===== src/hdl/dht_fifo.sv =====
// Two-entry queue between the front and back parts of the hash table.
// Depends on nothing outside this file.
`timescale 1ns / 1ps

module dht_fifo #(
	parameter int WIDTH = 8,
	parameter int DEPTH = 2
) (
	input  logic             clk,
	input  logic             arst_n,
	input  logic             push,
	input  logic [WIDTH-1:0] push_data,
	output logic             full,
	input  logic             pop,
	output logic             avail,
	output logic [WIDTH-1:0] pop_data
);
	localparam int PTR_W = (DEPTH > 1) ? $clog2(DEPTH) : 1;
	localparam int CNT_W = $clog2(DEPTH + 1);

	logic [WIDTH-1:0] mem_q [DEPTH];
	logic [PTR_W-1:0] wr_q, rd_q;
	logic [CNT_W-1:0] cnt_q;
	logic do_push, do_pop;

	assign full     = (cnt_q == CNT_W'(DEPTH));
	assign avail    = (cnt_q != '0);
	assign do_push  = push && !full;
	assign do_pop   = pop && avail;
	assign pop_data = mem_q[rd_q];

	always_ff @(posedge clk) begin
		if (do_push) mem_q[wr_q] <= push_data;
	end

	always_ff @(posedge clk or negedge arst_n) begin
		if (!arst_n) begin
			wr_q  <= '0;
			rd_q  <= '0;
			cnt_q <= '0;
		end else begin
			if (do_push) wr_q <= (wr_q == PTR_W'(DEPTH - 1)) ? '0 : wr_q + 1'b1;
			if (do_pop)  rd_q <= (rd_q == PTR_W'(DEPTH - 1)) ? '0 : rd_q + 1'b1;
			if (do_push && !do_pop) cnt_q <= cnt_q + 1'b1;
			else if (do_pop && !do_push) cnt_q <= cnt_q - 1'b1;
		end
	end

endmodule


===== config.mk =====
export PLATFORM = sky130hd
export DESIGN_NAME = dht_fifo
export DESIGN_NICKNAME = d
export VERILOG_FILES = /design/src/hdl/dht_fifo.sv
export SDC_FILE = /design/constraint.sdc
export NUM_CORES = 1
export LEC_CHECK = 0
export BUFFER_PORTS_ARGS = -buffer_cell sky130_fd_sc_hd__buf_2
export CAP_MARGIN = 5
export CORE_AREA = 2 2 46 48
export CTS_CLUSTER_DIAMETER = 30
export DETAILED_ROUTE_END_ITERATION = 10
export DIE_AREA = 0 0 48 50
export PLACE_DENSITY = 0.68
export SLEW_MARGIN = 10
export SYNTH_ARGS = -nofsm -noshare
export SYNTH_HDL_FRONTEND = slang
export SYNTH_SLANG_ARGS = --single-unit

===== constraint.sdc =====
create_clock -name clk -period 1.6 [get_ports clk]
set_clock_uncertainty 0.2 [all_clocks]
set_input_delay 0.16 -clock clk [delete_from_list [all_inputs] [get_ports clk]]
set_output_delay 0.16 -clock clk [all_outputs]
set_load 0.02 [all_outputs]

# ---- Word level (Yosys, flattened, before mapping)
# Memory sizes are Yosys's and may differ from the RTL's.
# Cells that the tools add are included.
dict set report op_classes {
  n_addsub 4
  eq_ne 1
  mux 6
  reduce_logical 9
}
# cell n
set op_table {}
lappend op_table {{1-bit logical AND} 4}
lappend op_table {{1-bit two-way mux} 4}
lappend op_table {{2-bit two-way mux} 2}
lappend op_table {{2-bit nonzero test} 2}
lappend op_table {{1-bit zero test} 3}
lappend op_table {{1-bit adder (second input constant)} 2}
lappend op_table {{2-bit by 1-bit adder with 2-bit output (second input constant)} 1}
lappend op_table {{2-bit equality test (second input constant)} 1}
lappend op_table {{2-bit by 1-bit subtractor with 2-bit output (second input constant)} 1}
dict set report word_totals {
  regBits 4
  ram_bits 16
  in_bits 12
  out_inout_bits 10
  elab_cells 24
  memories 1
}
# name words word_bits rd rd_ports_with_merged_regs write_ports line_no
set mem_list {}
lappend mem_list {mem_q 2 8 1 0 1 21} ;# logic [WIDTH-1:0] mem_q [DEPTH];

# ---- Longest topological paths before layout
# Gate-level depths: netlist of the first run.
dict set report depth {
  word_depth 7
  depth_mapped 7
  ltp_nobuf 7
}

# ---- Worst setup path before layout of the first run
# Ideal clock, no wire load.
dict set report synth_path {
  path_type {register to register}
  startpoint {reg cnt_q[0]}
  endpoint {reg cnt_q[1]}
  setup_time_ps 79
  arrival_time_ps 1286
  required_time_ps 1321
  slack_ps 35
  stages_incl_launch_ff 7
  path_buffers 0
  period_less_slack_ps 1565
  cell_sequence {dfrtp_1 nand2b_1 nand2_1 inv_1 ha_1 nor2_1 xor2_1}
}
dict set report synth_via {
  elab_chain_cells 6
  word_cells_on_any_way 14
  cone_classes {add/sub (2); eq/ne (1); mux (2); reduce/logical (9)}
}
# item line_no
set synth_lines {}
lappend synth_lines {{from (decl)} 23} ;# logic [CNT_W-1:0] cnt_q;
lappend synth_lines {{from (signal assigned)} 44} ;# if (do_push && !do_pop) cnt_q <= cnt_q + 1'b1;
lappend synth_lines {{from (signal assigned)} 45} ;# else if (do_pop && !do_push) cnt_q <= cnt_q - 1'b1;
lappend synth_lines {{2-bit equality test (*)} 26} ;# assign full = (cnt_q == CNT_W'(DEPTH));
lappend synth_lines {{1-bit zero test (*)} 28} ;# assign do_push = push && !full;
lappend synth_lines {{1-bit logical AND (*)} 28}
lappend synth_lines {{via do_push} 24} ;# logic do_push, do_pop;
lappend synth_lines {{1-bit zero test} 45}
lappend synth_lines {{1-bit logical AND} 45}
lappend synth_lines {{2-bit nonzero test (no source line)} --}
# The timed path passes the listed nets; every way through them passes the cells marked *. The select of a mux whose other input is x is not followed.
# A chain may end at the register's enable or synchronous reset.

# ---- Final worst setup path of the first run
dict set report layout_path {
  startpoint {reg rd_q}
  endpoint {out pop_data[2]}
}
dict set report layout_via {
  elab_chain_cells 1
}
# item line_no
set layout_lines {}
lappend layout_lines {{from (decl)} 22} ;# logic [PTR_W-1:0] wr_q, rd_q;
lappend layout_lines {{from (signal assigned)} 43} ;# if (do_pop) rd_q <= (rd_q == PTR_W'(DEPTH - 1)) ? '0 : rd_q + 1'b1;
lappend layout_lines {{memory 2 x 8 bit} --}
lappend layout_lines {{to (decl)} 16} ;# output logic [WIDTH-1:0] pop_data
# Every way passes these cells.

==> results list, run 1 <==
* Reg-to-reg endpoint: cnt_q[1]$_DFFE_PN0P_
- Fin crit period: 1.667 ns
- VDD sags by at most between 0.0009 and 0.001 V.
- Counting instances, the worst hold path has a depth of 4.
* Startpoint of the worst hold path: push
* Total global routing overflow: 0
* Number of cells traversed by the worst register-to-register path: 6
* TNS Setup: -0.4339 ns
* Ratio of final minimum period to clock period: 104.2%
- The worst pin sits at a relative slew slack of a little under nine tenths.
* Run status: complete, but fails checks
- For this design the static power due to leakage is about 0.55 nW.
- Setup slack on the critical path of the routed design comes to -0.06728 ns.
- Top cell type by total area after synthesis: sky130_fd_sc_hd__edfxtp_1
* Critical Path AT: roughly 1.3 ns
* Met2 routing resource usage after global routing: 27.78%
- On the critical path, the stage with the largest delay is an instance of sky130_fd_sc_hd__dfrtp_2.
- Post-route antenna net violation count: 0
* Required time of the critical path: between 1 and 1.5 ns
- Ant. Diodes: 0
- Share of Yosys cell area claimed by the top area cell type: 61.34%
- Proportion of layout cells with a drive suffix above 1: 59.09%
* Horizontal die dimension: roughly 48 um
- Number of ports placed on the die boundary: 22
- Cell breakdown of the critical path: buf_6 > mux2_4 > buf_6
- Startpoint of the worst-slack reg-to-reg timing path: cnt_q[1]$_DFFE_PN0P_
* Cell types occupying the most area after synthesis: sky130_fd_sc_hd__edfxtp_1 61%, sky130_fd_sc_hd__dfrtp_1 13%, sky130_fd_sc_hd__mux2_1 12%
* Number of nets in the synthesized netlist: 57
- Via count of the first global-routing pass: 568
* Average vias per placed instance: about 4.4
- Core box area: between 1500 and 2000 um2
* Row count: 16
* CTS HTree Levels: 1
- TritonCTS clock tree: yes
- STA classifies the critical path endpoint as an output port.
- Area of the mapped netlist: around 800 um2
* Met3 Use GR: ~3.7%
- Class of the tightest hold or removal check: input port to flop
- The clock passes through at most 2 buffers.
* Maximum cell stage delay along the critical path: about 0.43 ns
* Global routing met1 resource utilization: around 16%
- Global placer's final weighted congestion: roughly 0.62
- DRC violations left: 0
* FF+latch count, synth: 20
- Global routing used approximately 16% of the available tracks.
* Number of nets in the final layout: 102
- Half-perimeter wire length of the detailed placement result: 927.2 um
- The tool flagged a number of max-cap violations equal to 0.
* Cells after synthesis: 44
- Number of flops mapped to enable cells by yosys: 16
* Post-Syn Area per Cell: 17.80 um2
* Most frequent cell on the critical path: sky130_fd_sc_hd__buf_6
- Setup repair after global routing could not meet its margin everywhere.
- Slew of the pin with the lowest slew margin: between 0.2 and 0.25 ns
- Placed Cells incl. Taps: between 90 and 100
* Worst setup SP type: flop
* Number of clock buffers inserted by TritonCTS: 3
- Die Span Y: roughly 50 um
* End point of the most critical hold path: wr_q$_DFFE_PN0P_
- Non-filler instance count after layout: between 100 and 150
* Routed wire per std cell: approximately 14 um
- Yosys mapped the design onto 14 distinct sky130hd cell types.
* Via Count: between 500 and 600
- Number of fill cells in the layout: about 130
- The final reports fail on negative setup slack.
* Most common flop cell mapped by yosys: sky130_fd_sc_hd__edfxtp_1
- Worst-case register-to-register setup slack: about 0.040 ns
* Critical path class: flop to output port
- Total chip power: about 2.4 mW
- Total of buffers placed on input and output ports: 21
* Sequential cell area fraction in the yosys report: between 70% and 80%
- Violation count after the first detailed-routing iteration: 11
* Most repeated cell in the gate-level netlist after synthesis: sky130_fd_sc_hd__edfxtp_1
- Worst-Skew Late Latency: around 0.29 ns
* Clock transition at the registers of the reported paths: between 0.1 and 0.15 ns
* Pin count of the biggest net entering global routing: 13
- Cells fill 67.11% of the core in the end.
- Relative to the synthesized area, the layout overhead comes to 62.94%.
- The Yosys step of the flow raised 0 warnings.
* Layer with the highest usage after global routing: met2
* Fraction of registers with async set/reset: about a fifth
* Total length of routed wires: 1.585 mm
- Along the worst path, the maximum fanout reaches 5.
- The initial utilization of the core area, before any placement, comes to between 40% and 50%.
- Sorting the synthesized cells by how often they occur yields 16 x sky130_fd_sc_hd__edfxtp_1, 8 x sky130_fd_sc_hd__mux2_1, 4 x sky130_fd_sc_hd__dfrtp_1.
* Master cell of the clock root buffer: sky130_fd_sc_hd__clkbuf_4
- The number of antenna violations at the first check in global routing came to 0.
- Clock tree synthesis found a total of 20 sinks.
- Based on the critical path, the design can be clocked at up to around 600 MHz.
- Count of pins over their slew limit: 0
- Setup violations remaining at the end of the flow were counted as 8.
- The first detailed-routing pass ran for 4 iterations.
* Power density over the cells: roughly 1900 nW/um2
- Die Outline Area: between 2000 and 2500 um2
- Wire length of the first global-routing pass: between 2 and 2.5 mm
- Final Hold Fails: 0
layout make-up:
class | count | area, um2 | share of cell area (%)
flip-flops and latches | 20 | 583.1 | 45.69
repair buffers | 41 | 347.8 | 27.26
multi-input cells | 21 | 251.5 | 19.71
well taps | 27 | 33.78 | 2.647
clock inverters | 1 | 30.03 | 2.353
clock buffers | 3 | 22.52 | 1.765
inverters | 2 | 7.507 | 0.5882
routing by layer:
metal | routed length [um] | vias up
met5 | 0 | -
met4 | 14 | 0
met3 | 60 | 4
met2 | 886 | 16
met1 | 623 | 245
li1 | - | 245
critical path, delay by kind of cell, from the launching register on:
kind	cells	cell delay (ns)
buf+inv	2	0.27
flops	1	0.43
mux	1	0.30
state kept, by name (all words and copies together), names as in the netlist:
signal / count
mem_q: 16
cnt_q: 2
rd_q: 1
wr_q: 1
power by group:
part	total [mW]	switching, mW	internal, mW
registers	0.812	0.0793	0.733
logic	1.18	0.518	0.662
clock network	0.406	0.153	0.253
total	2.40	0.750	1.65
per-stage QoR:
stage / hold slack, ns / worst slack [ns] / area [um2]
3_3_place_gp: -0.2287 / 0.06765 / 947.2
3_5_place_dp: -0.2228 / 0.02589 / 947.2
6_report: 0.04286 / -0.06728 / 1276
2_1_floorplan: -0.3356 / 0.03452 / 783.3
5_1_grt: 0.05920 / -0.1162 / 1276
4_1_cts: 0.03835 / -0.07078 / 1260
kinds of logic after synthesis:
group / Yosys count / share of synthesized area, %
XOR/XNOR: 5 / 5.592
adder cells (fa/ha/maj): 1 / 1.597
buffers and inverters: 3 / 1.597
flip-flops: 20 / 74.12
multiplexers: 8 / 11.50
AND/OR/NAND/NOR: 7 / 5.592
repair_timing:
action	CTS	global route
setup endpoints to repair	9	25
resized for setup	35	5
endpoints found under the hold margin	21	0
pin swaps	4	5
buffers inserted	5	0
hold buffers	11	0
placed cells by master, fill, tap and decap left out:
cell                            count
sky130_fd_sc_hd__dfrtp_2            2
sky130_fd_sc_hd__bufinv_16          1
sky130_fd_sc_hd__edfxtp_1          16
sky130_fd_sc_hd__nor2_4             1
sky130_fd_sc_hd__and3_2             1
sky130_fd_sc_hd__inv_1              1
sky130_fd_sc_hd__inv_2              1
sky130_fd_sc_hd__nand2_4            1
sky130_fd_sc_hd__clkbuf_4           3
sky130_fd_sc_hd__ha_4               1
sky130_fd_sc_hd__nor2_1             1
sky130_fd_sc_hd__buf_4              5
sky130_fd_sc_hd__dlygate4sd3_1     11
sky130_fd_sc_hd__nand2b_4           1
sky130_fd_sc_hd__xor2_1             2
sky130_fd_sc_hd__nand2_2            1
sky130_fd_sc_hd__xnor2_1            3
sky130_fd_sc_hd__or2_4              1
sky130_fd_sc_hd__mux2_4             8
sky130_fd_sc_hd__buf_6             12
sky130_fd_sc_hd__buf_2             13
sky130_fd_sc_hd__dfrtp_1            2
how the worst max path moves through the flow:
stage,end,start,cells past startpoint
2_1_floorplan,cnt_q[1]$_DFFE_PN0P_,cnt_q[0]$_DFFE_PN0P_,6
6_report,pop_data[2],rd_q$_DFFE_PN0P_,3
3_5_place_dp,cnt_q[1]$_DFFE_PN0P_,cnt_q[0]$_DFFE_PN0P_,6
5_1_grt,pop_data[2],rd_q$_DFFE_PN0P_,3
3_3_place_gp,cnt_q[1]$_DFFE_PN0P_,cnt_q[1]$_DFFE_PN0P_,6
4_1_cts,pop_data[2],rd_q$_DFFE_PN0P_,3
Note: power is estimated with default switching activity, not from simulation.
==> run 2: changes to the inputs <==
ABC_AREA = 1   (was not set)
CORE_AREA = 2 2 47 49   (was 2 2 46 48)
DIE_AREA = 0 0 49 51   (was 0 0 48 50)
==> run 2 against run 1 <==
Compared with the run above: first-iteration DRC count stayed put; highest routed layer unchanged; critical path depth is 1 higher; count of clock-buffer cells in the layout stayed put; synthesized cell count is 66% higher; the run ends with negative hold slack left; final cell count is 23% higher.
==> results list, run 2 <==
- The register with the most flip-flops in the layout has 16 of them.
- DRC violations left: 0
* Upper clock frequency limit: between 600 and 700 MHz
- Die Outline Area: ~2500 um2
- Once detail routing completed, the nets flagged for antenna violations numbered 0.
- FF+latch count, synth: 20
- The number of antenna violations at the first check in global routing is 0.
* Reg-to-reg endpoint: cnt_q[1]$_DFFE_PN0P_
- The run finished, with violations left.
* Max_cap viols: 0
- Number of search-and-repair iterations in the first detailed-routing pass: 5
- Proportion of layout cells with a drive suffix above 1: 36.28%
- Routability-driven placement finished with a final weighted congestion of between 0.6 and 0.7.
* VDD IR max: roughly 0.0010 V
- Number of clock buffers inserted by TritonCTS: 3
- Ant. Diodes: 0
* Master cell of the clock root buffer: sky130_fd_sc_hd__clkbuf_4
- Most frequent cell on the critical path: sky130_fd_sc_hd__nand2_1
* TritonCTS clock tree: yes
- The top cell types in the final layout, fill and taps aside, are 32 x sky130_fd_sc_hd__nand2_1, 21 x sky130_fd_sc_hd__buf_2, 16 x sky130_fd_sc_hd__edfxtp_1.
* Starting utilization of the core area: about two fifths
* Number of nets in the synthesized netlist: 86
* Register ranked first by flip-flop count: mem_q
- Most frequent standard cell in the layout excluding fill and tap cells: sky130_fd_sc_hd__nand2_1
* Total global routing overflow: 0
* Average vias per placed instance: 4.418
- Dividing the final minimum period by the clock period gives between 90% and 100%.
- The number of global-route vias before repair came to 623.
* Violation count after the first detailed-routing iteration: 11
- Fraction of registers with async set/reset: between 20% and 30%
- In this run the most critical hold path is launched from push.
- Relative to the synthesized area, the layout overhead comes to 44.04%.
- Share of Yosys cell area claimed by the top area cell type: 58.72%
- CP Max Fanout: 5
- Summed over all instances, the cell type with the most area after synthesis is sky130_fd_sc_hd__edfxtp_1.
- In the final layout, the registers with the most flip-flops are mem_q (16), cnt_q (2).
- The synthesized design contains 16 enable-type register cells.
* Final Hold Fails: 1
- Clock-pin slew was measured on the worst setup and hold paths at 0.11 ns.
- The die is slightly below 50 um wide.
- For the worst setup path, the data required time is roughly 1.2 ns.
- On the critical path, the stage with the largest delay is an instance of sky130_fd_sc_hd__dfrtp_2.
- Wires add up to roughly 1.4 mm.
- Half-perimeter wire length of the detailed placement result: roughly 990 um
- GRT Resource Usage Total: between 10% and 20%
* TNS Setup: 0 ns
* Power density over the cells: between 1500 and 2000 nW/um2
* Worst setup SP type: flop
* Routed wire per std cell: between 9 and 10 um
- In this run the cell area of the synthesized design comes to around 820 um2.
- Number of ports placed on the die boundary: 22
* Worst-Skew Late Latency: around 0.29 ns
* Wire length of the first global-routing pass: about 2.4 mm
- Sequential elements use a little under three quarters of the synthesized area.
- Post-synth cell types: 15
- Row count: 17
- Area after detailed placement: 965.9 um2
- For hold timing, the worst endpoint is wr_q$_DFFE_PN0P_.
* Critical path class: flop to output port
- Critical path capture point type: output port
- Subtracting the final worst setup slack from the clock period gives between 1.5 and 2 ns.
- Total chip power: about 2.1 mW
- sky130_fd_sc_hd__nand2_1 is the most common cell in the netlist.
* Design Area, Final: about 1200 um2
* Die Span Y: 51 um
- The routed layout has approximately 620 vias.
- Clock tree synthesis found a total of 20 sinks.
- Count of pins over their slew limit: 0
- Class of the tightest hold or removal check: input port to flop
* Maximum cell stage delay along the critical path: 0.49 ns
- CTS HTree Levels: 1
- Cells after synthesis: 73
- After the last flow step, the layout net total stands at 127.
- The worst register-to-register path has a depth of 8.
* Startpoint of the worst-slack reg-to-reg timing path: cnt_q[1]$_DFFE_PN0P_
* Commonest cells in the synthesized netlist: 32 x sky130_fd_sc_hd__nand2_1, 16 x sky130_fd_sc_hd__edfxtp_1, 6 x sky130_fd_sc_hd__inv_1
* Most common flop cell mapped by yosys: sky130_fd_sc_hd__edfxtp_1
- Cell types occupying the most area after synthesis: sky130_fd_sc_hd__edfxtp_1 59%, sky130_fd_sc_hd__nand2_1 15%, sky130_fd_sc_hd__dfrtp_1 12%
* Setup slack at placement: between 0.04 and 0.05 ns
* Final worst-path setup slack: roughly 0.057 ns
- Number of setup violations in the final report: 0
- Buffers placed on the I/O ports in this run total 21.
- The analysis attributes to cell leakage a power of about 0.55 nW.
* Worst-case hold slack: -0.001837 ns
* Pin count of the biggest net entering global routing: 13
* Failing checks: negative hold slack
- Critical Path AT: 1.18 ns
- Post-Syn Area per Cell: about 11 um2
- At the pin with the least slew margin, the transition time is just over 0.3 ns.
* Worst-case register-to-register setup slack: ~0.10 ns
* Yosys synthesis warning count: 0
- Hold path cells: 4
- Cell breakdown of the critical path: buf_12 > nand2_1 > nand2_1 > buf_2
* Max-slew headroom at the worst pin: between 70 and 80%
* Core box area: a little over 2000 um2
* Clock Path Buffers: 2
## run 2: cell count changes in the layout (fill, tap and decap cells not counted), moves of 3 or more
cell / previous run / this run
sky130_fd_sc_hd__nand2_1: 0 / 32
sky130_fd_sc_hd__buf_6: 12 / 0
sky130_fd_sc_hd__buf_2: 13 / 21
sky130_fd_sc_hd__mux2_4: 8 / 0
sky130_fd_sc_hd__inv_1: 1 / 4
## run 2: metrics by stage
| stage | hold WS, ns | utilization, % | std cells |
|---|---|---|---|
| 6_report | -0.001837 | 57.13 | 141 |
| 5_1_grt | 0.01996 | 57.13 | 141 |
| 2_1_floorplan | -0.3356 | - | 73 |
| 4_1_cts | 0.007540 | 54.88 | 137 |
| 3_3_place_gp | -0.2258 | 46.82 | 122 |
| 3_5_place_dp | -0.2243 | 46.82 | 122 |
## run 2: how the worst max path moves through the flow
stage                         startpoint               endpoint  slack, ns  cells past startpoint
finish                  rd_q$_DFFE_PN0P_            pop_data[0]       0.06                      4
global route        cnt_q[1]$_DFFE_PN0P_   cnt_q[1]$_DFFE_PN0P_      -0.01                      8
CTS                     rd_q$_DFFE_PN0P_            pop_data[0]      0.004                      4
detailed placement  cnt_q[0]$_DFFE_PN0P_   cnt_q[1]$_DFFE_PN0P_       0.05                      7
global placement    cnt_q[0]$_DFFE_PN0P_   cnt_q[1]$_DFFE_PN0P_       0.08                      8
floorplan           cnt_q[1]$_DFFE_PN0P_  mem_q[1][0]$_DFFE_PP_       0.04                      3
## run 2: cell type report
class | count | area (um2)
fillers | 177 | 884.6
flip-flops and latches | 20 | 583.1
repair buffers | 37 | 265.3
multi-input cells | 44 | 207.7
inverters | 8 | 35.03
well taps | 28 | 35.03
clock inverters | 1 | 30.03
clock buffers | 3 | 22.52
## run 2: critical path: cells and delay by family (launching register included)
kind          cells  cell delay (ns)
buf+inv           2             0.30
flops             1             0.49
simple gates      2             0.10
## run 2: per-layer routing
metal / GRT usage [%] / vias up / wire [um]
met5: 0 / - / 0
met4: 5.714 / 0 / 9
met3: 2.632 / 2 / 57
met2: 22.83 / 16 / 723
met1: 14.97 / 289 / 616
li1: - / 316 / -
## run 2: kinds of logic after synthesis
logic type,synth area share [%]
AND/OR/NAND/NOR,21.56
XOR/XNOR,1.071
flip-flops,70.95
adder cells (fa/ha/maj),1.529
buffers and inverters,4.281
AO/OA/AOI/OAI,0.6110
## run 2: timing repair
item	4_1_cts	5_1_grt
buffers inserted	0	4
setup endpoints to repair	8	12
resized for setup	2	4
endpoints found under the hold margin	21	0
hold buffers	11	0
pin swaps	0	1
## run 2: report_power, final
part / total (mW) / internal (mW) / leakage (nW) / switching (mW)
registers: 0.817 / 0.728 / 0.195 / 0.0892
logic: 0.909 / 0.365 / 0.324 / 0.544
clock network: 0.401 / 0.253 / 0.0279 / 0.148
total: 2.13 / 1.35 / 0.546 / 0.781
