## src/hdl/dht_pkg.sv

```systemverilog
// Package for the double-hashing hash table: payload types, status codes and
// reset constants. No dependencies.
`timescale 1ns / 1ps

package dht_pkg;

	localparam int DEPTH_DEFAULT     = 1024;
	localparam int KEY_BYTES_DEFAULT = 8;
	localparam int CFG_W             = 11;
	localparam logic [CFG_W-1:0] SIZE_RESET = 11'd1021;
	localparam int SIZE_MIN          = 5;
	localparam int PADDR_W           = 3;
	localparam logic [PADDR_W-1:0] ADDR_TABLE_SIZE = 3'd0;

	typedef enum logic [2:0] {
		ST_INSERTED  = 3'd0,
		ST_FULL      = 3'd1,
		ST_FOUND     = 3'd2,
		ST_NOT_FOUND = 3'd3,
		ST_EMPTY_KEY = 3'd4
	} dht_status_t;

	typedef struct packed {
		logic        opcode;
		logic [63:0] key;
		logic [31:0] value;
	} dht_in_t;

	typedef struct packed {
		logic [2:0]  status;
		logic [9:0]  slot;
		logic [31:0] found_value;
	} dht_out_t;

	localparam logic OP_INSERT = 1'b0;
	localparam logic OP_FIND   = 1'b1;

endpackage

```

## src/hdl/dht_front.sv

```systemverilog
// Front part of the hash table: accepts a transaction, cuts the key, forms the
// byte sum and derives home slot and stride with a bit-serial remainder unit.
// Depends on dht_pkg.
`timescale 1ns / 1ps

module dht_front import dht_pkg::*; #(
	parameter int TABLE_DEPTH = DEPTH_DEFAULT,
	parameter int KEY_BYTES   = KEY_BYTES_DEFAULT,
	localparam int SLOT_W = $clog2(TABLE_DEPTH),
	localparam int N_W    = SLOT_W + 1,
	localparam int KEY_W  = 8 * KEY_BYTES,
	localparam int JOB_W  = 2 + KEY_W + 32 + 2 * SLOT_W
) (
	input  logic             clk,
	input  logic             arst_n,
	input  logic             hold,
	input  logic [N_W-1:0]   n_used,
	input  logic             in_valid,
	output logic             in_stall,
	input  dht_in_t          in_data,
	output logic             job_push,
	output logic [JOB_W-1:0] job_data,
	input  logic             job_full
);
	localparam int SUM_MAX = 255 * KEY_BYTES * (KEY_BYTES + 1) / 2;
	localparam int SUM_W   = $clog2(SUM_MAX + 1);
	localparam int CNT_W   = $clog2(SUM_W + 1);

	typedef enum logic [2:0] {
		F_IDLE = 3'b001,
		F_DIV  = 3'b010,
		F_PUSH = 3'b100
	} fstate_t;

	fstate_t          state_q;
	logic             op_q;
	logic [KEY_W-1:0] key_q;
	logic [31:0]      val_q;
	logic [SUM_W-1:0] sum_q;
	logic [CNT_W-1:0] cnt_q;
	logic [N_W-1:0]   rm1_q, rm2_q;

	logic [KEY_W-1:0] cut_key;
	logic [SUM_W-1:0] cut_sum;
	logic             alive;
	logic [N_W-1:0]   d2;
	logic [N_W:0]     t1, t2;
	logic             accept;

	// Key is taken as a string: bytes after the first zero are dropped.
	always_comb begin
		cut_key = '0;
		cut_sum = '0;
		alive   = 1'b1;
		for (int b = 0; b < KEY_BYTES; b++) begin
			alive = alive && (in_data.key[8*b +: 8] != 8'd0);
			if (alive) begin
				cut_key[8*b +: 8] = in_data.key[8*b +: 8];
				cut_sum = cut_sum + SUM_W'((b + 1) * int'(in_data.key[8*b +: 8]));
			end
		end
	end

	assign d2     = n_used - N_W'(2);
	assign t1     = {rm1_q, sum_q[SUM_W-1]};
	assign t2     = {rm2_q, sum_q[SUM_W-1]};
	assign in_stall = (state_q != F_IDLE) || hold;
	assign accept = in_valid && !in_stall;
	assign job_push = (state_q == F_PUSH);
	assign job_data = {op_q, (key_q == '0), key_q, val_q,
		SLOT_W'(rm1_q), SLOT_W'(rm2_q + 1'b1)};

	always_ff @(posedge clk) begin
		if (accept) begin
			op_q  <= in_data.opcode;
			key_q <= cut_key;
			val_q <= in_data.value;
			sum_q <= cut_sum;
			rm1_q <= '0;
			rm2_q <= '0;
		end else if (state_q == F_DIV) begin
			sum_q <= sum_q << 1;
			rm1_q <= (t1 >= {1'b0, n_used}) ? N_W'(t1 - {1'b0, n_used}) : N_W'(t1);
			rm2_q <= (t2 >= {1'b0, d2}) ? N_W'(t2 - {1'b0, d2}) : N_W'(t2);
		end
	end

	always_ff @(posedge clk or negedge arst_n) begin
		if (!arst_n) begin
			state_q <= F_IDLE;
			cnt_q   <= '0;
		end else begin
			unique case (state_q)
				F_IDLE: begin
					if (accept) begin
						state_q <= F_DIV;
						cnt_q   <= '0;
					end
				end
				F_DIV: begin
					cnt_q <= cnt_q + 1'b1;
					if (cnt_q == CNT_W'(SUM_W - 1)) state_q <= F_PUSH;
				end
				F_PUSH: begin
					if (!job_full) state_q <= F_IDLE;
				end
				default: state_q <= F_IDLE;
			endcase
		end
	end

endmodule

```

## config.mk

```make
export PLATFORM = sky130hd
export DESIGN_NAME = dht_front
export DESIGN_NICKNAME = d
export VERILOG_FILES = /design/src/hdl/dht_pkg.sv /design/src/hdl/dht_front.sv
export SDC_FILE = /design/constraint.sdc
export NUM_CORES = 1
export LEC_CHECK = 0
export ABC_AREA = 1
export BUFFER_PORTS_ARGS = -buffer_cell sky130_fd_sc_hd__buf_2
export CORE_MARGIN = 2
export CORE_UTILIZATION = 57
export CTS_CLUSTER_SIZE = 25
export DETAILED_ROUTE_END_ITERATION = 10
export GPL_TIMING_DRIVEN = 0
export PLACE_DENSITY = 0.83
export SLEW_MARGIN = 10
export SYNTH_ARGS = -nofsm -noshare
export SYNTH_HDL_FRONTEND = slang
export SYNTH_SLANG_ARGS = --single-unit
```

## constraint.sdc

```tcl
create_clock -name clk -period 6.33 [get_ports clk]
set_input_delay 1.899 -clock clk [delete_from_list [all_inputs] [get_ports clk]]
set_output_delay 1.899 -clock clk [all_outputs]
set_load 0.005 [all_outputs]
```

# == Word level (Yosys, flattened, before mapping) ==
# Cells that the tools add are included.
# totals
ff_bits,140
input_bits,113
output_inout_bits,120
word_cells,82
# classes
add_sub_neg,12
mul,4
magnitude_cmp,2
n_eq_ne,8
muxes,18
n_reduce_logical,23
# ops
operator,count
14-bit 2-to-1 mux,9
64-bit zero test,1
8-bit nonzero test,8
14-bit by 11-bit adder with 14-bit output,4
14-bit by 10-bit adder with 14-bit output,2
12-bit by 11-bit greater-or-equal comparator with 1-bit output,2
"3-bit by 8-bit multiplier with 11-bit output, first input constant",2
11-bit 2-to-1 mux,2
11-bit subtractor,2
"2-bit by 8-bit multiplier with 10-bit output, first input constant",2
14-bit by 9-bit adder with 14-bit output,1
"11-bit by 2-bit subtractor with 11-bit output, second input constant",1
"10-bit by 1-bit adder with 10-bit output, second input constant",1
3-bit 2-to-1 mux,3
3-bit one-hot mux with 3 select lines,1
1-bit logical AND,8
8-bit 2-to-1 mux,1
4-bit one-hot mux with 2 select lines,1
"4-bit by 1-bit adder with 4-bit output, second input constant",1
"4-bit == test, second input constant",1
4-bit 2-to-1 mux,1
"2-bit != test, second input constant",2
2-bit nonzero test,2
"3-bit by 1-bit == test with 1-bit output, second input constant",1
other kinds (8),8

# == Longest topological paths before layout ==
# Gate-level depths: netlist of the first run.
# logic_depth
depth_word,17
mapped_depth,61
mapped_depth_nobuf,60

# == Worst setup path before layout of the first run ==
# No wires, ideal clock.
# synth_path
kind,input port to flip-flop
startpoint,in in_data[33] in the netlist's numbering
endpoint,reg sum_q[12] (data pin)
setup_ns,0.268
arrival_time_ns,10.707
required_ns,6.062
slack_ns,-4.644
stages,51
n_path_buf,0
cell_sequence,ha_1 > inv_1 > fa_1 > xor2_1 > o21ai_1 > fa_1 > ha_1 > a21oi_1 > nand2_1 > or2_2 > nand3_1 > nand2_1 > ha_1 > nand3_1 > nand3_2 > xor2_1 > nand2_1 > a21boi_0 > [15 not listed] > ha_1 > a21oi_1 > nand2_1 > a21oi_1 > inv_1 > o21ai_0 > nand2_1 > ha_1 > nand3_1 > a21boi_0 > o21ai_0 > nand2_1 > a21oi_1 > or2_0 > nor2_1 > nand3_1 > nand3_1 > nand2_1
# synth_between
elab_chain_len,17
word_cells_on_any_way,24
cone_classes,add/sub (7); mux (9); reduce/logical (8)
# synth_rtl
item,line_no,source
start: declaration,dht_front.sv:20,"input dht_in_t in_data,"
8-bit nonzero test,dht_front.sv:56,alive = alive && (in_data.key[8*b +: 8] != 8'd0);
8-bit 2-to-1 mux,dht_front.sv:57,if (alive) begin
14-bit by 9-bit adder with 14-bit output,dht_front.sv:59,cut_sum = cut_sum + SUM_W'((b + 1) * int'(in_data.key[8*b +: 8]));
14-bit 2-to-1 mux,dht_front.sv:57,
14-bit by 10-bit adder with 14-bit output,dht_front.sv:59,
14-bit 2-to-1 mux,dht_front.sv:57,
14-bit by 10-bit adder with 14-bit output,dht_front.sv:59,
14-bit 2-to-1 mux,dht_front.sv:57,
14-bit by 11-bit adder with 14-bit output,dht_front.sv:59,
14-bit 2-to-1 mux,dht_front.sv:57,
14-bit by 11-bit adder with 14-bit output,dht_front.sv:59,
14-bit 2-to-1 mux,dht_front.sv:57,
14-bit by 11-bit adder with 14-bit output,dht_front.sv:59,
14-bit 2-to-1 mux,dht_front.sv:57,
14-bit by 11-bit adder with 14-bit output,dht_front.sv:59,
14-bit 2-to-1 mux (*),dht_front.sv:57,
14-bit 2-to-1 mux (*),dht_front.sv:74,if (accept) begin
end signal: assignment,dht_front.sv:78,sum_q <= cut_sum;
end signal: assignment,dht_front.sv:82,sum_q <= sum_q << 1;
end: declaration,dht_front.sv:39,logic [SUM_W-1:0] sum_q;
# Every way passes the cells marked *; elsewhere a longest branch is shown, timed or not.
# A chain may end at the register's enable or synchronous reset.

# == Final worst setup path of the first run ==
# layout_path
startpoint,in in_data[37] in the netlist's numbering
endpoint,reg sum_q[12] (data pin)
# The elaborated chain is that of the path after synthesis.

==> key figures, run 1 <==
Timing
  – Fmax: 0.0934 GHz
  – Final setup fails: 12
  – Fin crit share: 169%
  – RSZ-0062 raised after global routing: true
  – Final hold vios: 0
  – Worst-Margin Slew: between 0.6 and 0.7 ns
  – Final slew viol count: 0
  – Slack of the critical path: -4.38 ns
  – Tmin final: ~11 ns
  – Setup Skew: a little under 0.01 ns
  – Max_slew headroom: roughly 54%

Hold path
  – Worst Hold End: rm1_q[2]$_SDFFE_PP0P_
  – WHS Path Cells: 2
  – Hold Crit Class: reg2reg
  – Worst Min Path Start: rm1_q[2]$_SDFFE_PP0P_

Clock network
  – Reg clk slew, reported paths: about 0.07 ns
  – CTS tree: built
  – Clk_lat worst skew: 0.43 ns
  – CTS sink cnt: 140
  – H-tree lvl count: 4
  – CTS Buf Count: 17
  – Clock buffer depth: 2
  – CTS root buffer: clkbuf_16

Detailed routing
  – Final ANT Viol Nets: 0
  – Post-DR vias/cell: 5.74
  – Drt wl/cell: 18.5 um
  – Routed wire length: 39800 um
  – # DRC: 0
  – DR iter-0 viols: about 1000
  – Vias post-DR: ~12000
  – Pre-Repair DR Iteration Count: 6

Placed design
  – Placed Instances: between 2000 and 2500
  – Detailed Place HPWL: ~27000 um
  – RePlAce Congestion: between 0.9 and 1
  – Port Buffers: 232

Global routing
  – Grt total ovfl: 0
  – Largest net degree at the start of global routing: 65
  – Total Routing Usage GR: 32.8%
  – First-pass GRT wire length: 57300 um
  – Initial antenna violation count: 1
  – Number of global-route vias before repair: between 10000 and 15000

Logic synthesis
  – Seq/Total Area, Yosys: between 30% and 40%
  – Synth cell types: 53
  – Top FF cell, synth: edfxtp_1
  – Post-synth top cells: nand2_1, inv_1, nor2_1
  – Synth area leaders: edfxtp_1, ha_1, nand2_1, inv_1, fa_1
  – Top-area cell type share of the netlist area: between 20 and 30%
  – Number of synthesized flops with an enable pin: between 100 and 150
  – Net Count, Synth: 1797
  – Cells after Synth: approximately 1500
  – Yosys top cell by area: edfxtp_1
  – Syn Area/Cell: slightly below 8 um^2
  – Synth async-reset ratio: 5.00%
  – Synthesis Warnings: 0
  – Synth Register Bits: between 100 and 150
  – Cell Area, Synth: 0.0120 mm^2
  – Top-count cell post-synth: nand2_1

Critical path
  – Worst setup SP type: input pin
  – Worst Path Required: roughly 6.5 ns
  – Crit path max fanout: 5
  – CP max stage delay: between 0.5 and 0.6 ns
  – R2R Path End: key_q[47]$_SDFFCE_PN0P_
  – Crit path capture type: flop
  – Worst path most repeated cell: ha_4
  – Cell at the slowest stage of the critical path: fa_2
  – Crit path max-delay family: adder cells
  – R2R Path Start: state_q[0]$_DFFE_PN1P_
  – Crit path DAT: approximately 11 ns
  – Worst Path Buf+Inv: 10
  – Setup slack, reg-to-reg: around 3.3 ns
  – Critical path class: in2reg
  – R2R depth: 6

Flow run
  – Max cap viols: 0

Floorplanning
  – Starting Density: about 58%
  – Die Span X: 149 um
  – Core footprint: around 0.021 mm^2
  – I/O pin cnt: between 200 and 250
  – Area of the die: ~0.022 mm^2
  – FP Rows: 53
  – Die Ht: approximately 150 um

Outcome
  – Failing checks: negative setup slack
  – Status: finished, violations left

Layout
  – Fillers: between 1000 and 1500
  – Cell Count, Final, Fillers Out: ~2200
  – Layout net count: approximately 2100
  – Multi-input gate area: 0.00814 mm^2
  – Share of layout cells above drive strength 1: 32.5%
  – P&R area growth vs syn: 34.8%
  – Register Area: slightly below 0.004 mm^2
==> logic make-up after synthesis <==
group	count (synthesis)	synth area share [%]
AO/OA/AOI/OAI	233	10.7
XOR/XNOR	63	4.58
buffers and inverters	283	9.58
AND/OR/NAND/NOR	643	23.3
flip-flops	140	32.8
adder cells (fa/ha/maj)	161	19.0
==> cell type report <==
| class | count | share of cell area, % |
|---|---|---|
| timing repair buffer | 319 | 12.3 |
| clock inverter | 12 | 0.779 |
| antenna | 1 | 0.0154 |
| sequential | 140 | 24.3 |
| buffer | 48 | 1.73 |
| tap | 275 | 2.12 |
| multi-input combinational | 1100 | 50.1 |
| inverter | 235 | 5.67 |
| clock buffer | 20 | 2.95 |
==> how the worst max path moves through the flow <==
stage / startpoint / to / slack, ns / depth (start not counted)
global placement: in_data[35] / sum_q[13]$_DFFE_PP_ / -5.13 / 56
detailed placement: in_data[35] / sum_q[13]$_DFFE_PP_ / -5.11 / 56
finish: in_data[37] / sum_q[12]$_DFFE_PP_ / -4.38 / 57
CTS: in_data[34] / sum_q[13]$_DFFE_PP_ / -4.02 / 57
floorplan: in_data[33] / sum_q[12]$_DFFE_PP_ / -3.83 / 53
global route: in_data[34] / sum_q[13]$_DFFE_PP_ / -4.72 / 58
==> worst reg2reg max path, delay by kind of cell, from the launching register on <==
| kind | cells | cell delay, ns |
|---|---|---|
| buf+inv | 4 | 1.48 |
| flops | 1 | 0.54 |
| simple gates | 2 | 0.63 |
==> what timing repair did <==
| item | CTS | global route |
|---|---|---|
| pin swaps | 102 | 108 |
| gates resized for setup | 116 | 118 |
| endpoints found under the hold margin | 0 | 0 |
| hold buffers | 0 | 0 |
| buffers inserted | 59 | 27 |
| endpoints found under the setup margin | 12 | 12 |
==> stage by stage <==
| step | setup slack (ns) | hold WS, ns | utilization, % | cell area (um^2) | setup TNS [ns] |
|---|---|---|---|---|---|
| 3_3_place_gp | -5.13 | 0.479 | 67.0 | 14000 | -138.37 |
| 6_report | -4.38 | 0.492 | 77.7 | 16200 | -42.38 |
| 3_5_place_dp | -5.11 | 0.481 | 67.1 | 14000 | -47.83 |
| 4_1_cts | -4.02 | 0.493 | 74.4 | 15500 | -37.49 |
| 5_1_grt | -4.72 | 0.514 | 77.7 | 16200 | -45.55 |
| 2_1_floorplan | -3.83 | 0.458 | - | 12500 | -35.80 |
==> cell usage in the layout (no fill, tap or decap), drive strengths merged, types with 4 or more instances in the layout <==
cell type / count
o21bai: 7
or2: 11
dfrtp: 6
buf: 344
nand3: 110
nand4: 18
nor3: 22
clkinv: 4
clkbuf: 43
a21boi: 5
nand2: 316
clkinvlp: 4
o21ai: 100
xnor2: 18
xor2: 45
a31oi: 11
o211ai: 4
dfxtp: 22
fa: 36
nor2: 137
nor4: 19
and2: 7
edfxtp: 111
a21oi: 89
inv: 238
ha: 125
==> state kept, by name, indices dropped and copies added, names as in the netlist <==
register	cells
key_q	64
val_q	32
sum_q	14
rm1_q	11
rm2_q	11
cnt_q	4
state_q	3
op_q	1
==> layer usage <==
metal  GRT usage [%]  share of wire (%)
met3            4.62                7.7
met4            15.3                5.1
met5               0                  0
met2            58.1                 50
met1            39.4                 37
Power of run 1 is left out: the tool's default activity adds up to more than one toggle a clock period on the data nets, which glitch-free logic cannot reach.
==> run 2: changes to the inputs <==
--- a/config.mk
+++ b/config.mk
@@ -6,13 +6,13 @@
 export NUM_CORES = 1
 export LEC_CHECK = 0
 export ABC_AREA = 1
-export BUFFER_PORTS_ARGS = -buffer_cell sky130_fd_sc_hd__buf_2
 export CORE_MARGIN = 2
-export CORE_UTILIZATION = 57
+export CORE_UTILIZATION = 36
 export CTS_CLUSTER_SIZE = 25
 export DETAILED_ROUTE_END_ITERATION = 10
+export DONT_BUFFER_PORTS = 1
 export GPL_TIMING_DRIVEN = 0
-export PLACE_DENSITY = 0.83
+export PLACE_DENSITY = 0.51
 export SLEW_MARGIN = 10
 export SYNTH_ARGS = -nofsm -noshare
 export SYNTH_HDL_FRONTEND = slang
==> run 2 against run 1 <==
Against the previous run: the run still ends with negative setup slack left; sequential cell count is the same; die area is 57% higher; via count decreased by 16%; final area decreased by 8.6%; critical endpoint is now sum_q[13]$_DFFE_PP_.
==> key figures, run 2 (same netlist as run 1, synthesis figures left out) <==
Critical path
  – Crit path max fanout: 5 (unchanged)
  – Crit path DAT: 10.67 ns (-0.22 ns)
  – Worst Path Required: 6.63 ns (+0.12 ns)
  – Crit path capture type: flop
  – Worst path most repeated cell: ha_4
  – CP max stage delay: 0.59 ns (about the same)
  – Setup slack, reg-to-reg: 3.15 ns (-0.12 ns)
  – R2R Path End: key_q[30]$_SDFFCE_PN0P_
  – R2R depth: 6 (unchanged)
  – CP startpoint: in_data[33]
  – R2R Path Start: state_q[0]$_DFFE_PN1P_
  – Worst setup SP type: input pin
  – Cell at the slowest stage of the critical path: fa_2
  – Critical path class: in2reg

Clock network
  – Reg clk slew, reported paths: 0.06 ns (about the same)
  – CTS hold repair buffers: 0 (unchanged)
  – CTS root buffer: clkbuf_16
  – CTS Buf Count: 17 (unchanged)
  – Clk_lat worst skew: 0.44 ns (about the same)
  – CTS sink cnt: 140 (unchanged)
  – H-tree lvl count: 4 (unchanged)
  – CTS tree: built
  – Clock buffer depth: 2 (unchanged)

Hold path
  – WHS Path Cells: 2 (unchanged)
  – Hold Crit Class: reg2reg
  – Worst Hold End: rm1_q[3]$_SDFFE_PP0P_
  – Worst Min Path Start: rm1_q[3]$_SDFFE_PP0P_

Detailed routing
  – Max layer used: met4
  – Post-DR vias/cell: 4.99 (-13%)
  – Routed wire length: 36000 um (-9.7%)
  – Met3 WL: 2650 um (-14%)
  – Vias post-DR: 10367 (-16%)
  – Pre-Repair DR Iteration Count: 5 (-1)
  – Drt wl/cell: 17.3 um (-6.5%)
  – Metal-1 WL: 15700 um (+5.3%)
  – # DRC: 0 (unchanged)
  – DR iter-0 viols: 687 (-30%)
  – Final ANT Viol Nets: 0 (unchanged)
  – Met2 WL: 16700 um (-16%)

Timing
  – Worst-Margin Slew: 0.822 ns (+0.143 ns)
  – Final setup fails: 12 (unchanged)
  – Fin crit share: 164% (-5.4 points)
  – Setup TNS: -36.86 ns (+5.52 ns)
  – Slack of the critical path: -4.04 ns (+0.344 ns)
  – Final slew viol count: 0 (unchanged)
  – Tmin final: 10.37 ns (-0.344 ns)
  – Final hold vios: 0 (unchanged)
  – Setup Skew: 0.0145 ns (+0.00472 ns)
  – RSZ-0062 raised after global routing: true
  – Fmax: 0.0965 GHz (+3.3%)
  – Max_slew headroom: 45.2% (-9.0 points)

Floorplanning
  – FP Rows: 66 (+25%)
  – Die Span X: 187 um (+25%)
  – I/O pin cnt: 233 (unchanged)
  – Area of the die: 0.0349 mm^2 (+57%)
  – Starting Density: 36.8% (-21 points)
  – Die Ht: 187 um (+25%)
  – Core footprint: 0.0327 mm^2 (+57%)

Layout
  – P&R area growth vs syn: 23.2%
  – Share of layout cells above drive strength 1: 20.4% (-12 points)
  – Ant diodes: 0 (-1)
  – Max reg flops: 64 (unchanged)
  – Most common cell after layout, fill and taps aside: nand2_1
  – Largest regs: key_q x64, val_q x32, sum_q x14
  – Layout net count: 1895 (-11%)
  – Top reg by flops: key_q
  – Most frequent cells in the layout: nand2_1, inv_1, nor2_1
  – Fillers: 3229 (+130%)

Global routing
  – Grt total ovfl: 0 (unchanged)
  – First-pass GRT wire length: 56400 um (-1.6%)
  – Largest net degree at the start of global routing: 56 (-14%)
  – Total Routing Usage GR: 20.7% (-12 points)
  – Number of global-route vias before repair: 10319 (-11%)
  – Initial antenna violation count: 0 (-1)

Outcome
  – Failing checks: negative setup slack
  – Status: finished, violations left

Placed design
  – Post-Place Setup Slack: -4.89 ns (+0.220 ns)
  – RePlAce Congestion: 0.877 (-5.8%)
  – Port Buffers: 0 (-100%)
  – Detailed Place HPWL: 28700 um (+6.9%)

Flow run
  – Max cap viols: 0 (unchanged)
## run 2: cell types whose count changed in the layout (fill, tap and decap cells not counted), moves of 4 or more
cell | before | now
o21ai_1 | 18 | 24
o21ai_2 | 14 | 8
inv_1 | 199 | 203
nor2_1 | 122 | 126
nand2_4 | 22 | 10
nand2_1 | 267 | 276
buf_2 | 223 | 7
buf_6 | 22 | 4
## run 2: worst max path at each step
stage / to / slack (ns) / depth (start not counted)
2_1_floorplan: sum_q[12]$_DFFE_PP_ / -3.83 / 53
3_3_place_gp: sum_q[13]$_DFFE_PP_ / -5.00 / 55
3_5_place_dp: sum_q[13]$_DFFE_PP_ / -4.89 / 55
4_1_cts: sum_q[13]$_DFFE_PP_ / -3.87 / 56
5_1_grt: sum_q[13]$_DFFE_PP_ / -4.48 / 53
6_report: sum_q[13]$_DFFE_PP_ / -4.04 / 53
## run 2: routing by layer
layer | GRT usage (%) | vias up
met4 | 6.68 | 0
met3 | 5.87 | 48
li1 | - | 5231
met2 | 34.2 | 285
met1 | 26.1 | 4803
met5 | 0 | -
## run 2: metrics by stage
step,util [%],instances,hold slack (ns),instance area [um^2]
2_1_floorplan,-,1523,0.458,12500
3_3_place_gp,39.9,1965,0.480,13000
3_5_place_dp,40.0,1966,0.485,13100
4_1_cts,44.1,2053,0.496,14400
5_1_grt,45.4,2076,0.517,14800
6_report,45.4,2076,0.492,14800
## run 2: what timing repair did
| action | 4_1_cts | 5_1_grt |
|---|---|---|
| setup buffers | 61 | 24 |
| resized for setup | 63 | 59 |
| endpoints found under the setup margin | 12 | 12 |
| pin swaps | 78 | 78 |
## run 2: worst max-delay path: cells and delay by family
family | cells | cell delay [ns]
AOI/OAI and AO/OA | 13 | 1.83
xor gates and xnor gates | 3 | 0.53
adders and majority gates | 11 | 3.84
buffers and inverters | 3 | 0.25
and+or+nand+nor | 23 | 2.36
## run 2: layout make-up
| cell class | count | area [um^2] | area share (%) |
|---|---|---|---|
| buffer | 48 | 280 | 1.89 |
| inverter | 235 | 901 | 6.07 |
| multi-input combinational | 1100 | 7880 | 53.1 |
| sequential | 140 | 3950 | 26.6 |
| clock buffer | 17 | 425 | 2.87 |
| clock inverter | 15 | 205 | 1.38 |
| timing repair buffer | 79 | 638 | 4.30 |
| tap | 442 | 553 | 3.73 |
Power of run 2 is left out for the same reason.
